--- src/lsaf_pkg.sv ---
// Shared types and constants for the lidar/sonar altitude fusion core.
// Holds the item structs, register indexes, back-end states and fixed widths.
// No dependencies.
package lsaf_pkg;

	localparam int LIDAR_W = 12;
	localparam int SONAR_W = 11;
	localparam int ALT_W = 13;
	localparam int OFFSET_W = 8;
	localparam int AGREE_W = 10;
	localparam int CFG_INDEX_W = 2;
	localparam int CFG_DATA_W = 10;

	localparam int DEF_AVERAGE_DEPTH = 5;
	localparam int DEF_QUEUE_DEPTH = 2;

	localparam logic [AGREE_W-1:0] AGREE_RESET = 10'd50;
	localparam logic [SONAR_W-1:0] SONAR_OOR = 11'd1068;
	localparam logic [LIDAR_W-1:0] LIDAR_OOR = 12'd0;
	localparam logic signed [ALT_W-1:0] ALT_NONE = -13'sd1;

	// Division by ten as a multiply by a scaled reciprocal, exact for 16-bit operands.
	localparam int RECIP_W = 16;
	localparam logic [RECIP_W-1:0] RECIP_10 = 16'd52429;
	localparam int RECIP_SHIFT = 19;
	localparam int PROD_W = 2 * RECIP_W;

	typedef enum logic [CFG_INDEX_W-1:0] {
		CFG_LIDAR_OFFSET = 2'd0,
		CFG_SONAR_OFFSET = 2'd1,
		CFG_AGREEMENT_WINDOW = 2'd2
	} cfg_reg_e;

	typedef enum logic [2:0] {
		ST_IDLE,
		ST_DIV,
		ST_CLAMP,
		ST_SCALE,
		ST_OUT
	} back_state_t;

	typedef struct packed {
		logic lidar_present;
		logic lidar_fault;
		logic [LIDAR_W-1:0] lidar_sample;
		logic sonar_present;
		logic sonar_fault;
		logic [SONAR_W-1:0] sonar_sample;
	} in_item_t;

	typedef struct packed {
		logic signed [ALT_W-1:0] altitude;
		logic [LIDAR_W-1:0] lidar_filtered;
		logic [SONAR_W-1:0] sonar_filtered;
		logic discrepancy;
	} res_item_t;

	typedef struct packed {
		logic l_push;
		logic s_push;
		logic l_present;
		logic s_present;
		logic l_oor;
		logic s_oor;
		logic [LIDAR_W-1:0] l_sample;
		logic [SONAR_W-1:0] s_sample;
	} cmd_t;

endpackage

--- src/lsaf_queue.sv ---
// Small first-in first-out queue of registers with full and empty flags.
// Used between the front and back ends and on the result side; uses lsaf_pkg.
module lsaf_queue
	import lsaf_pkg::*;
#(
	parameter int W = 8,
	parameter int DEPTH = DEF_QUEUE_DEPTH
) (
	input  logic         clk,
	input  logic         arst_n,
	input  logic         push,
	input  logic [W-1:0] wdata,
	output logic         full,
	input  logic         pop,
	output logic [W-1:0] rdata,
	output logic         empty
);

	localparam int PTR_W = (DEPTH > 1) ? $clog2(DEPTH) : 1;
	localparam int CNT_W = $clog2(DEPTH + 1);

	logic [W-1:0] mem_q [DEPTH];
	logic [PTR_W-1:0] wr_ptr_q;
	logic [PTR_W-1:0] rd_ptr_q;
	logic [CNT_W-1:0] count_q;
	logic do_push;
	logic do_pop;

	assign full = (count_q == CNT_W'(DEPTH));
	assign empty = (count_q == '0);
	assign do_push = push && !full;
	assign do_pop = pop && !empty;
	assign rdata = mem_q[rd_ptr_q];

	always_ff @(posedge clk or negedge arst_n) begin
		if (!arst_n) begin
			wr_ptr_q <= '0;
			rd_ptr_q <= '0;
			count_q <= '0;
		end else begin
			if (do_push) begin
				wr_ptr_q <= (wr_ptr_q == PTR_W'(DEPTH - 1)) ? '0 : wr_ptr_q + 1'b1;
			end
			if (do_pop) begin
				rd_ptr_q <= (rd_ptr_q == PTR_W'(DEPTH - 1)) ? '0 : rd_ptr_q + 1'b1;
			end
			if (do_push && !do_pop) begin
				count_q <= count_q + 1'b1;
			end else if (do_pop && !do_push) begin
				count_q <= count_q - 1'b1;
			end
		end
	end

	always_ff @(posedge clk) begin
		if (do_push) begin
			mem_q[wr_ptr_q] <= wdata;
		end
	end

endmodule

--- src/lsaf_front.sv ---
// Front end: accepts input items and classifies each sample for the back end.
// Feeds the command queue; uses lsaf_pkg.
module lsaf_front
	import lsaf_pkg::*;
(
	input  logic     clk,
	input  logic     arst_n,
	input  logic     push,
	input  in_item_t sample,
	output logic     full,
	output logic     cmd_push,
	output cmd_t     cmd,
	input  logic     cmd_full
);

	logic vld_s1;
	cmd_t cmd_s1;
	cmd_t cls;
	logic accept;

	assign full = vld_s1 && cmd_full;
	assign accept = push && !full;
	assign cmd_push = vld_s1;
	assign cmd = cmd_s1;

	always_comb begin
		cls.l_push = sample.lidar_present && !sample.lidar_fault;
		cls.s_push = sample.sonar_present && !sample.sonar_fault;
		cls.l_present = sample.lidar_present;
		cls.s_present = sample.sonar_present;
		cls.l_oor = (sample.lidar_sample == LIDAR_OOR);
		cls.s_oor = (sample.sonar_sample == SONAR_OOR);
		cls.l_sample = sample.lidar_sample;
		cls.s_sample = sample.sonar_sample;
	end

	always_ff @(posedge clk or negedge arst_n) begin
		if (!arst_n) begin
			vld_s1 <= 1'b0;
		end else if (accept) begin
			vld_s1 <= 1'b1;
		end else if (!cmd_full) begin
			vld_s1 <= 1'b0;
		end
	end

	always_ff @(posedge clk) begin
		if (accept) begin
			cmd_s1 <= cls;
		end
	end

endmodule

--- src/lsaf_div.sv ---
// Restoring unsigned divider that retires two quotient bits per cycle.
// Used by the back end to form window means; uses lsaf_pkg.
module lsaf_div
	import lsaf_pkg::*;
#(
	parameter int DW = 16,
	parameter int VW = 4
) (
	input  logic          clk,
	input  logic          arst_n,
	input  logic          start,
	input  logic [DW-1:0] dividend,
	input  logic [VW-1:0] divisor,
	output logic          done,
	output logic [DW-1:0] quotient
);

	localparam int STEPS = (DW + 1) / 2;
	localparam int PW = 2 * STEPS;
	localparam int CW = $clog2(STEPS + 1);

	logic [PW-1:0] quo_q;
	logic [VW:0] rem_q;
	logic [VW-1:0] div_q;
	logic [CW-1:0] cnt_q;
	logic busy_q;
	logic done_q;
	logic [PW-1:0] quo_nx;
	logic [VW:0] rem_nx;

	always_comb begin
		logic [VW:0] r;
		logic [PW-1:0] d;
		r = rem_q;
		d = quo_q;
		for (int k = 0; k < 2; k++) begin
			r = {r[VW-1:0], d[PW-1]};
			d = {d[PW-2:0], 1'b0};
			if (r >= {1'b0, div_q}) begin
				r = r - {1'b0, div_q};
				d[0] = 1'b1;
			end
		end
		rem_nx = r;
		quo_nx = d;
	end

	always_ff @(posedge clk or negedge arst_n) begin
		if (!arst_n) begin
			busy_q <= 1'b0;
			done_q <= 1'b0;
			cnt_q <= '0;
		end else if (start) begin
			busy_q <= 1'b1;
			done_q <= 1'b0;
			cnt_q <= '0;
		end else if (busy_q) begin
			cnt_q <= cnt_q + 1'b1;
			done_q <= (cnt_q == CW'(STEPS - 1));
			busy_q <= (cnt_q != CW'(STEPS - 1));
		end else begin
			done_q <= 1'b0;
		end
	end

	always_ff @(posedge clk) begin
		if (start) begin
			quo_q <= PW'(dividend);
			rem_q <= '0;
			div_q <= divisor;
		end else if (busy_q) begin
			quo_q <= quo_nx;
			rem_q <= rem_nx;
		end
	end

	assign done = done_q;
	assign quotient = quo_q[DW-1:0];

endmodule

--- src/lsaf_back.sv ---
// Back end: moving-average windows, offset clamp and fusion rules.
// Holds the configuration registers; uses lsaf_pkg and lsaf_div.
module lsaf_back
	import lsaf_pkg::*;
#(
	parameter int AVERAGE_DEPTH = DEF_AVERAGE_DEPTH
) (
	input  logic                   clk,
	input  logic                   arst_n,
	input  logic                   cfg_wen,
	input  logic [CFG_INDEX_W-1:0] cfg_index,
	input  logic [CFG_DATA_W-1:0]  cfg_data,
	input  logic                   cmd_empty,
	output logic                   cmd_pop,
	input  cmd_t                   cmd,
	input  logic                   res_full,
	output logic                   res_push,
	output res_item_t              res
);

	localparam int SLOT_W = (AVERAGE_DEPTH > 1) ? $clog2(AVERAGE_DEPTH) : 1;
	localparam int FILL_W = $clog2(AVERAGE_DEPTH + 1);
	localparam int LSUM_W = LIDAR_W + $clog2(AVERAGE_DEPTH);
	localparam int SSUM_W = SONAR_W + $clog2(AVERAGE_DEPTH);

	back_state_t state_q, state_nx;

	logic [OFFSET_W-1:0] loff_q, soff_q;
	logic [AGREE_W-1:0] agree_q;

	logic [LIDAR_W-1:0] lwin_q [AVERAGE_DEPTH];
	logic [SONAR_W-1:0] swin_q [AVERAGE_DEPTH];
	logic [SLOT_W-1:0] lslot_q, sslot_q;
	logic [FILL_W-1:0] lfill_q, sfill_q;
	logic [LSUM_W-1:0] lsum_q;
	logic [SSUM_W-1:0] ssum_q;

	logic lfull, sfull;
	logic [LSUM_W-1:0] lsum_nx;
	logic [SSUM_W-1:0] ssum_nx;
	logic [FILL_W-1:0] lfill_nx, sfill_nx;

	logic lp_q, sp_q, loor_q, soor_q;
	logic [LIDAR_W-1:0] lfilt_q;
	logic [SONAR_W-1:0] sfilt_q;
	logic diff_le_q, diff_ge_q;
	logic [PROD_W-1:0] lprod_q, sprod_q;

	logic l_done, s_done;
	logic [LSUM_W-1:0] lquo, squo;
	logic [LIDAR_W-1:0] lmean, diff;
	logic [SONAR_W-1:0] smean;
	logic [RECIP_W-1:0] l9;
	logic signed [ALT_W-1:0] blend, alt;

	// Configuration registers.
	always_ff @(posedge clk or negedge arst_n) begin
		if (!arst_n) begin
			loff_q <= '0;
			soff_q <= '0;
			agree_q <= AGREE_RESET;
		end else if (cfg_wen) begin
			case (cfg_reg_e'(cfg_index))
				CFG_LIDAR_OFFSET: loff_q <= cfg_data[OFFSET_W-1:0];
				CFG_SONAR_OFFSET: soff_q <= cfg_data[OFFSET_W-1:0];
				CFG_AGREEMENT_WINDOW: agree_q <= cfg_data[AGREE_W-1:0];
				default: ;
			endcase
		end
	end

	// Running sums: an entry not yet filled counts as zero.
	assign lfull = (lfill_q == FILL_W'(AVERAGE_DEPTH));
	assign sfull = (sfill_q == FILL_W'(AVERAGE_DEPTH));

	always_comb begin
		lsum_nx = lsum_q;
		lfill_nx = lfill_q;
		if (cmd.l_push) begin
			lsum_nx = lsum_q + LSUM_W'(cmd.l_sample)
				- (lfull ? LSUM_W'(lwin_q[lslot_q]) : LSUM_W'(0));
			lfill_nx = lfull ? lfill_q : lfill_q + 1'b1;
		end
		ssum_nx = ssum_q;
		sfill_nx = sfill_q;
		if (cmd.s_push) begin
			ssum_nx = ssum_q + SSUM_W'(cmd.s_sample)
				- (sfull ? SSUM_W'(swin_q[sslot_q]) : SSUM_W'(0));
			sfill_nx = sfull ? sfill_q : sfill_q + 1'b1;
		end
	end

	always_ff @(posedge clk or negedge arst_n) begin
		if (!arst_n) begin
			lsum_q <= '0;
			ssum_q <= '0;
			lfill_q <= '0;
			sfill_q <= '0;
			lslot_q <= '0;
			sslot_q <= '0;
		end else if (cmd_pop) begin
			lsum_q <= lsum_nx;
			ssum_q <= ssum_nx;
			lfill_q <= lfill_nx;
			sfill_q <= sfill_nx;
			if (cmd.l_push) begin
				lslot_q <= (lslot_q == SLOT_W'(AVERAGE_DEPTH - 1)) ? '0 : lslot_q + 1'b1;
			end
			if (cmd.s_push) begin
				sslot_q <= (sslot_q == SLOT_W'(AVERAGE_DEPTH - 1)) ? '0 : sslot_q + 1'b1;
			end
		end
	end

	always_ff @(posedge clk) begin
		if (cmd_pop && cmd.l_push) begin
			lwin_q[lslot_q] <= cmd.l_sample;
		end
		if (cmd_pop && cmd.s_push) begin
			swin_q[sslot_q] <= cmd.s_sample;
		end
	end

	lsaf_div #(.DW(LSUM_W), .VW(FILL_W)) u_ldiv (
		.clk(clk),
		.arst_n(arst_n),
		.start(cmd_pop),
		.dividend(lsum_nx),
		.divisor(lfill_nx),
		.done(l_done),
		.quotient(lquo)
	);

	lsaf_div #(.DW(LSUM_W), .VW(FILL_W)) u_sdiv (
		.clk(clk),
		.arst_n(arst_n),
		.start(cmd_pop),
		.dividend(LSUM_W'(ssum_nx)),
		.divisor(sfill_nx),
		.done(s_done),
		.quotient(squo)
	);

	// Sequencer.
	always_ff @(posedge clk or negedge arst_n) begin
		if (!arst_n) begin
			state_q <= ST_IDLE;
		end else begin
			state_q <= state_nx;
		end
	end

	always_comb begin
		state_nx = state_q;
		cmd_pop = 1'b0;
		res_push = 1'b0;
		case (state_q)
			ST_IDLE: begin
				if (!cmd_empty) begin
					cmd_pop = 1'b1;
					state_nx = ST_DIV;
				end
			end
			ST_DIV: begin
				if (l_done && s_done) begin
					state_nx = ST_CLAMP;
				end
			end
			ST_CLAMP: state_nx = ST_SCALE;
			ST_SCALE: state_nx = ST_OUT;
			ST_OUT: begin
				if (!res_full) begin
					res_push = 1'b1;
					state_nx = ST_IDLE;
				end
			end
			default: state_nx = ST_IDLE;
		endcase
	end

	// Datapath.
	assign lmean = (lfill_q == '0) ? '0 : lquo[LIDAR_W-1:0];
	assign smean = (sfill_q == '0) ? '0 : squo[SONAR_W-1:0];
	assign diff = (lfilt_q > LIDAR_W'(sfilt_q)) ? lfilt_q - LIDAR_W'(sfilt_q)
		: LIDAR_W'(sfilt_q) - lfilt_q;
	assign l9 = {1'b0, lfilt_q, 3'b000} + RECIP_W'(lfilt_q);

	always_ff @(posedge clk) begin
		if (cmd_pop) begin
			lp_q <= cmd.l_present;
			sp_q <= cmd.s_present;
			loor_q <= cmd.l_oor;
			soor_q <= cmd.s_oor;
		end
		if (state_q == ST_CLAMP) begin
			lfilt_q <= (lmean > LIDAR_W'(loff_q)) ? lmean - LIDAR_W'(loff_q) : '0;
			sfilt_q <= (smean > SONAR_W'(soff_q)) ? smean - SONAR_W'(soff_q) : '0;
		end
		if (state_q == ST_SCALE) begin
			diff_le_q <= (diff <= LIDAR_W'(agree_q));
			diff_ge_q <= (diff >= LIDAR_W'(agree_q));
			lprod_q <= l9 * RECIP_10;
			sprod_q <= RECIP_W'(sfilt_q) * RECIP_10;
		end
	end

	assign blend = signed'(lprod_q[RECIP_SHIFT +: ALT_W])
		+ signed'(sprod_q[RECIP_SHIFT +: ALT_W]);

	always_comb begin
		if (lp_q && sp_q) begin
			if (!loor_q && (sfilt_q == '0 || soor_q)) begin
				alt = signed'(ALT_W'(lfilt_q));
			end else if (!soor_q && sfilt_q != '0 && diff_le_q) begin
				alt = blend;
			end else if (loor_q && soor_q) begin
				alt = ALT_NONE;
			end else begin
				alt = signed'(ALT_W'(lfilt_q));
			end
		end else if (lp_q) begin
			alt = signed'(ALT_W'(lfilt_q));
		end else if (sp_q) begin
			alt = signed'(ALT_W'(sfilt_q));
		end else begin
			alt = ALT_NONE;
		end
	end

	always_comb begin
		res.altitude = alt;
		res.lidar_filtered = lfilt_q;
		res.sonar_filtered = sfilt_q;
		res.discrepancy = diff_ge_q && !(sp_q && soor_q);
	end

	a_lfill_bound: assert property (@(posedge clk) disable iff (!arst_n)
		lfill_q <= FILL_W'(AVERAGE_DEPTH) && sfill_q <= FILL_W'(AVERAGE_DEPTH))
		else $error("window fill count beyond depth");

	a_empty_sum: assert property (@(posedge clk) disable iff (!arst_n)
		(lfill_q == '0 |-> lsum_q == '0) and (sfill_q == '0 |-> ssum_q == '0))
		else $error("empty window holds a nonzero sum");

	a_slot_bound: assert property (@(posedge clk) disable iff (!arst_n)
		lslot_q < SLOT_W'(AVERAGE_DEPTH) || AVERAGE_DEPTH == (1 << SLOT_W))
		else $error("lidar write slot out of range");

	a_push_room: assert property (@(posedge clk) disable iff (!arst_n)
		res_push |-> !res_full)
		else $error("result pushed into a full queue");

	a_div_pair: assert property (@(posedge clk) disable iff (!arst_n)
		l_done == s_done)
		else $error("window dividers out of step");

endmodule

--- src/lidar_sonar_altitude_fusion_core.sv ---
// Path: an accepted item waits in the front register and the command queue; the back end
// pops it, runs the two mean dividers, then its clamp, scale and output states, and pushes
// the result into the result queue. It takes no new item until that push, so the two-bit-per-cycle
// mean dividers set the throughput; the front register and command queue absorb bursts.
// Reset: arst_n clears fill counts, running sums, queues, sequencer and configuration registers
// (agreement window to 50); window contents are not cleared. Uses lsaf_pkg, lsaf_front, lsaf_queue and lsaf_back.
module lidar_sonar_altitude_fusion_core
	import lsaf_pkg::*;
#(
	parameter int AVERAGE_DEPTH = DEF_AVERAGE_DEPTH,
	parameter int QUEUE_DEPTH = DEF_QUEUE_DEPTH
) (
	input  logic                   clk,
	input  logic                   arst_n,
	input  logic                   push,
	input  in_item_t               sample,
	output logic                   full,
	output logic                   empty,
	input  logic                   pop,
	output res_item_t              result,
	input  logic                   cfg_wen,
	input  logic [CFG_INDEX_W-1:0] cfg_index,
	input  logic [CFG_DATA_W-1:0]  cfg_data
);

	localparam int CMD_W = $bits(cmd_t);
	localparam int RES_W = $bits(res_item_t);

	logic cmd_push, cmd_full, cmd_pop, cmd_empty;
	cmd_t cmd_in;
	logic [CMD_W-1:0] cmd_rdata;
	logic res_push, res_full;
	res_item_t res_in;
	logic [RES_W-1:0] res_rdata;

	lsaf_front u_front (
		.clk(clk),
		.arst_n(arst_n),
		.push(push),
		.sample(sample),
		.full(full),
		.cmd_push(cmd_push),
		.cmd(cmd_in),
		.cmd_full(cmd_full)
	);

	lsaf_queue #(.W(CMD_W), .DEPTH(QUEUE_DEPTH)) u_cmd_queue (
		.clk(clk),
		.arst_n(arst_n),
		.push(cmd_push),
		.wdata(cmd_in),
		.full(cmd_full),
		.pop(cmd_pop),
		.rdata(cmd_rdata),
		.empty(cmd_empty)
	);

	lsaf_back #(.AVERAGE_DEPTH(AVERAGE_DEPTH)) u_back (
		.clk(clk),
		.arst_n(arst_n),
		.cfg_wen(cfg_wen),
		.cfg_index(cfg_index),
		.cfg_data(cfg_data),
		.cmd_empty(cmd_empty),
		.cmd_pop(cmd_pop),
		.cmd(cmd_t'(cmd_rdata)),
		.res_full(res_full),
		.res_push(res_push),
		.res(res_in)
	);

	lsaf_queue #(.W(RES_W), .DEPTH(QUEUE_DEPTH)) u_res_queue (
		.clk(clk),
		.arst_n(arst_n),
		.push(res_push),
		.wdata(res_in),
		.full(res_full),
		.pop(pop),
		.rdata(res_rdata),
		.empty(empty)
	);

	assign result = res_item_t'(res_rdata);

endmodule

--- config.mk ---
export PLATFORM = sky130hd
export DESIGN_NAME = lidar_sonar_altitude_fusion_core
export DESIGN_NICKNAME = d
export VERILOG_FILES = /design/src/lsaf_pkg.sv /design/src/lsaf_queue.sv /design/src/lsaf_front.sv /design/src/lsaf_div.sv /design/src/lsaf_back.sv /design/src/lidar_sonar_altitude_fusion_core.sv
export SDC_FILE = /design/constraint.sdc
export NUM_CORES = 1
export LEC_CHECK = 0
export BUFFER_PORTS_ARGS = -buffer_cell sky130_fd_sc_hd__buf_2
export CAP_MARGIN = 20
export CORE_MARGIN = 2
export CORE_UTILIZATION = 45
export DETAILED_ROUTE_END_ITERATION = 16
export PLACE_DENSITY = 0.61
export SLEW_MARGIN = 20
export SYNTH_ARGS = -nofsm -noshare
export SYNTH_HDL_FRONTEND = slang
export SYNTH_SLANG_ARGS = --single-unit
--- constraint.sdc ---
create_clock -name clk -period 7.3 [get_ports clk]
set_input_delay 1.095 -clock clk [delete_from_list [all_inputs] [get_ports clk]]
set_output_delay 1.095 -clock clk [all_outputs]
set_load 0.005 [all_outputs]
==> flow_summary.ini <==
[timing]
period_share_pct = 97.3
skew_ns = 0.0356
max_clock_freq_mhz = 141
whs_ns = 0.442
final_max_slew_viol_count = 0
setup-violations-final = 0
rsz0062_at_grt = yes
fin_crit_ns = 7.10
hold_viol_final = 0
relSlewSlack_pct = 31.6
worst_pin_slew_ns = 1.03

[floorplan]
rows = 94
die-area_mm2 = 0.0685
coreArea_mm2 = 0.0657
die_w_um = 262
die_h_um = 262
ios = 83
initial_core_util_pct = 45.4

[clocking]
cts_tree = built
cts.sink_count = 461
root_buffer = clkbuf_16
cts_made_buffers = 49
cts_buffer_depth = 3
cts_max_level = 2
clk_pin_slew_ns = 0.07
ctsHoldBuffers = 0
worstSkewPairLatency_ns = 0.62

[synthesis]
synth_cell_types = 78
yosysSeqAreaShare_pct = 44.5
syn-num-nets = 3183
ys_ff_latch = 461
synth_ff_type = edfxtp_1
synth_edf_count = 361
syn_avg_cell_area_um2 = 11.2
synthArstFlopShare_pct = 19.7
synth_cells = 2662
yosysWarnings = 0
synth_area_mm2 = 0.0299

[placement]
gp_congestion = 0.911
io_buffer_count = 82
hpwlAfterDp_mm = 52.6

[routing]
drc = 0
avgRoutedWirePerCell_um = 18.3
dr.pass1.iters = 6
postRouteAntennaNets = 0
routed_wl_mm = 67.7
num_vias = 19300
drtIter0Drc = 1112
viasPerCell = 5.20

[global_route]
grt_pass1_vias = 20300
track_usage_pct = 20.3
antenna_found_initial = 0
grt_max_degree = 58
grt_overflow = 0
grt_pass1_wl_mm = 109

[layout]
synthToLayoutAreaGrowth_pct = 12.3
multi_input_area_mm2 = 0.0150
layout.nets = 3328
fill_cells = 5782
num_antenna_cells = 0
seqCellArea_mm2 = 0.0133
mostFrequentLayoutCells = inv_1, edfxtp_1, ha_1
final_common_cell = inv_1
drive_gt1_share_pct = 12.9
utilization_pct = 51.0

[power]
leakage_nw = 14.7
power_frac_seq_pct = 35.7
p_int_mw = 6.59
switching_share_pct = 37.8
peakVddDrop_uv = 257
clock_power_share_pct = 23.1
power_switching_mw = 4.00
power_frac_comb_pct = 41.2
powerDensity_mw_per_mm2 = 316

[critical_path]
crit_fanout = 4
cpMaxStageDelayCell = fa_1
worstPathArrival_ns = 7.46
start_kind = flop
path_class = flop to flop
worstSetupEndpointType = flop
required_ns = 7.66
rrSetupSlack_ns = 0.20
critPathMaxStageDelay_ns = 0.49

[status]
status = finished clean

[job]
drv_cap = 0

[worst_hold_path]
hp-class = flop to flop
worst paths after layout:
check | start | end | cells past startpoint
worst max-delay path | u_back.lfilt_q[3] | u_back.lprod_q[31] | 32
worst min-delay path | u_front.cmd[12] | u_cmd_queue.mem_q[0][12] | 0
worst max register to register | u_back.lfilt_q[3] | u_back.lprod_q[31] | 32
worst min register to register | u_front.cmd[12] | u_cmd_queue.mem_q[0][12] | 0
max in group asynchronous | arst_n | u_back.ssum_q[8] | 2
min in group asynchronous | arst_n | u_back.lslot_q[1] | 1
what timing repair did:
action | CTS | global route
setup endpoints to repair | 5 | 10
pin swaps | 2 | 40
hold endpoints to repair | 0 | 0
resized for setup | 3 | 39
buffers inserted | 1 | 11
flip-flops by register name, summed over array words and instances (netlist names), 4 cells and up:
| register | count |
|---|---|
| u_res_queue.mem_q | 74 |
| u_back.lwin_q | 60 |
| u_cmd_queue.mem_q | 58 |
| u_back.swin_q | 55 |
| u_front.cmd | 29 |
| u_back.u_ldiv.quo_q | 16 |
| u_back.u_sdiv.quo_q | 16 |
| u_back.lsum_q | 15 |
| u_back.ssum_q | 14 |
| u_back.lprod_q | 13 |
| u_back.lfilt_q | 12 |
| u_back.sfilt_q | 11 |
| u_back.agree_q | 10 |
| u_back.loff_q | 8 |
| u_back.soff_q | 8 |
| u_back.sprod_q | 8 |
| u_back.u_ldiv.cnt_q | 4 |
| u_back.u_sdiv.cnt_q | 4 |
area by class of cell:
class	instances	area share (%)
clock inverters	34	1.01
multi-input cells	1719	44.7
flip-flops and latches	461	39.7
repair buffers	159	2.96
inverters	417	4.67
well taps	864	3.22
clock buffers	55	3.72
power groups by stage:
stage,Clock (mW),Sequential (mW),Combinational (mW)
final,2.44,3.78,4.36
after global routing,2.61,3.84,4.98
after CTS,2.52,3.78,4.39
after detailed placement,0,3.84,4.36
after global placement,0,3.81,4.26
after floorplan,0,3.62,3.43
cell families (layout without fill, tap and decap cells):
logic type | Yosys count | in the layout | share of synthesized area [%]
simple gates | 593 | 593 | 9.14
mux | 136 | 136 | 4.86
fa+ha+maj | 477 | 477 | 23.8
flops | 461 | 461 | 44.5
compound gates | 407 | 407 | 8.47
xor+xnor | 106 | 106 | 3.11
buf+inv | 482 | 665 | 6.09
metrics by stage:
step                setup WS (ns)  power [mW]  cells  setup TNS (ns)  cell area (um2)
finish                      0.195        10.6   3709               0            33500
global route               -0.149        11.4   3709          -0.656            33500
CTS                       0.00117        10.7   3698               0            33300
detailed placement         -0.160        8.19   3608          -0.499            31700
global placement          -0.0442        8.07   3608         -0.0616            31700
floorplan                  0.0347        7.05   2662               0            29900
cell usage after synthesis (7+ instances only):
| cell | instances | area, um2 |
|---|---|---|
| xnor2_1 | 61 | 534 |
| buf_1 | 9 | 33.8 |
| nor2_1 | 226 | 848 |
| nand3_1 | 27 | 135 |
| and3_1 | 10 | 62.6 |
| nand2_1 | 151 | 567 |
| mux2_2 | 71 | 800 |
| nor4_1 | 13 | 81.3 |
| nand4_1 | 11 | 68.8 |
| a21oi_1 | 127 | 636 |
| o21ai_0 | 114 | 571 |
| dfrtp_1 | 88 | 2200 |
| nor2b_1 | 30 | 188 |
| clkbuf_1 | 51 | 191 |
| o21a_1 | 17 | 128 |
| dfxtp_1 | 9 | 180 |
| and4_1 | 7 | 61.3 |
| o211ai_1 | 7 | 52.6 |
| o22ai_1 | 9 | 56.3 |
| and2_1 | 20 | 125 |
| ha_1 | 325 | 4070 |
| nor3_1 | 44 | 220 |
| inv_1 | 416 | 1560 |
| a221oi_1 | 26 | 228 |
| o21ai_1 | 10 | 50.1 |
| mux2i_1 | 64 | 641 |
| a21o_1 | 23 | 173 |
| xor2_1 | 45 | 394 |
| nand2b_1 | 23 | 144 |
| edfxtp_1 | 361 | 10800 |
| a31oi_1 | 15 | 93.8 |
| fa_1 | 152 | 3040 |
per-layer routing:
layer,up-vias,wire (um),global-route usage (%)
met2,279,34800,36.9
li1,9427,-,-
met3,104,2020,2.25
met5,-,0,0.0694
met1,9491,29000,25.3
met4,0,1960,6.08
critical path: cells and delay by family, from the launching register on:
family | cells | cell delay (ns)
compound gates | 14 | 2.34
xor+xnor | 2 | 0.28
fa+ha+maj | 9 | 3.30
flops | 1 | 0.36
buf+inv | 5 | 0.22
simple gates | 2 | 0.36
Power figures use the tool's default switching activity.
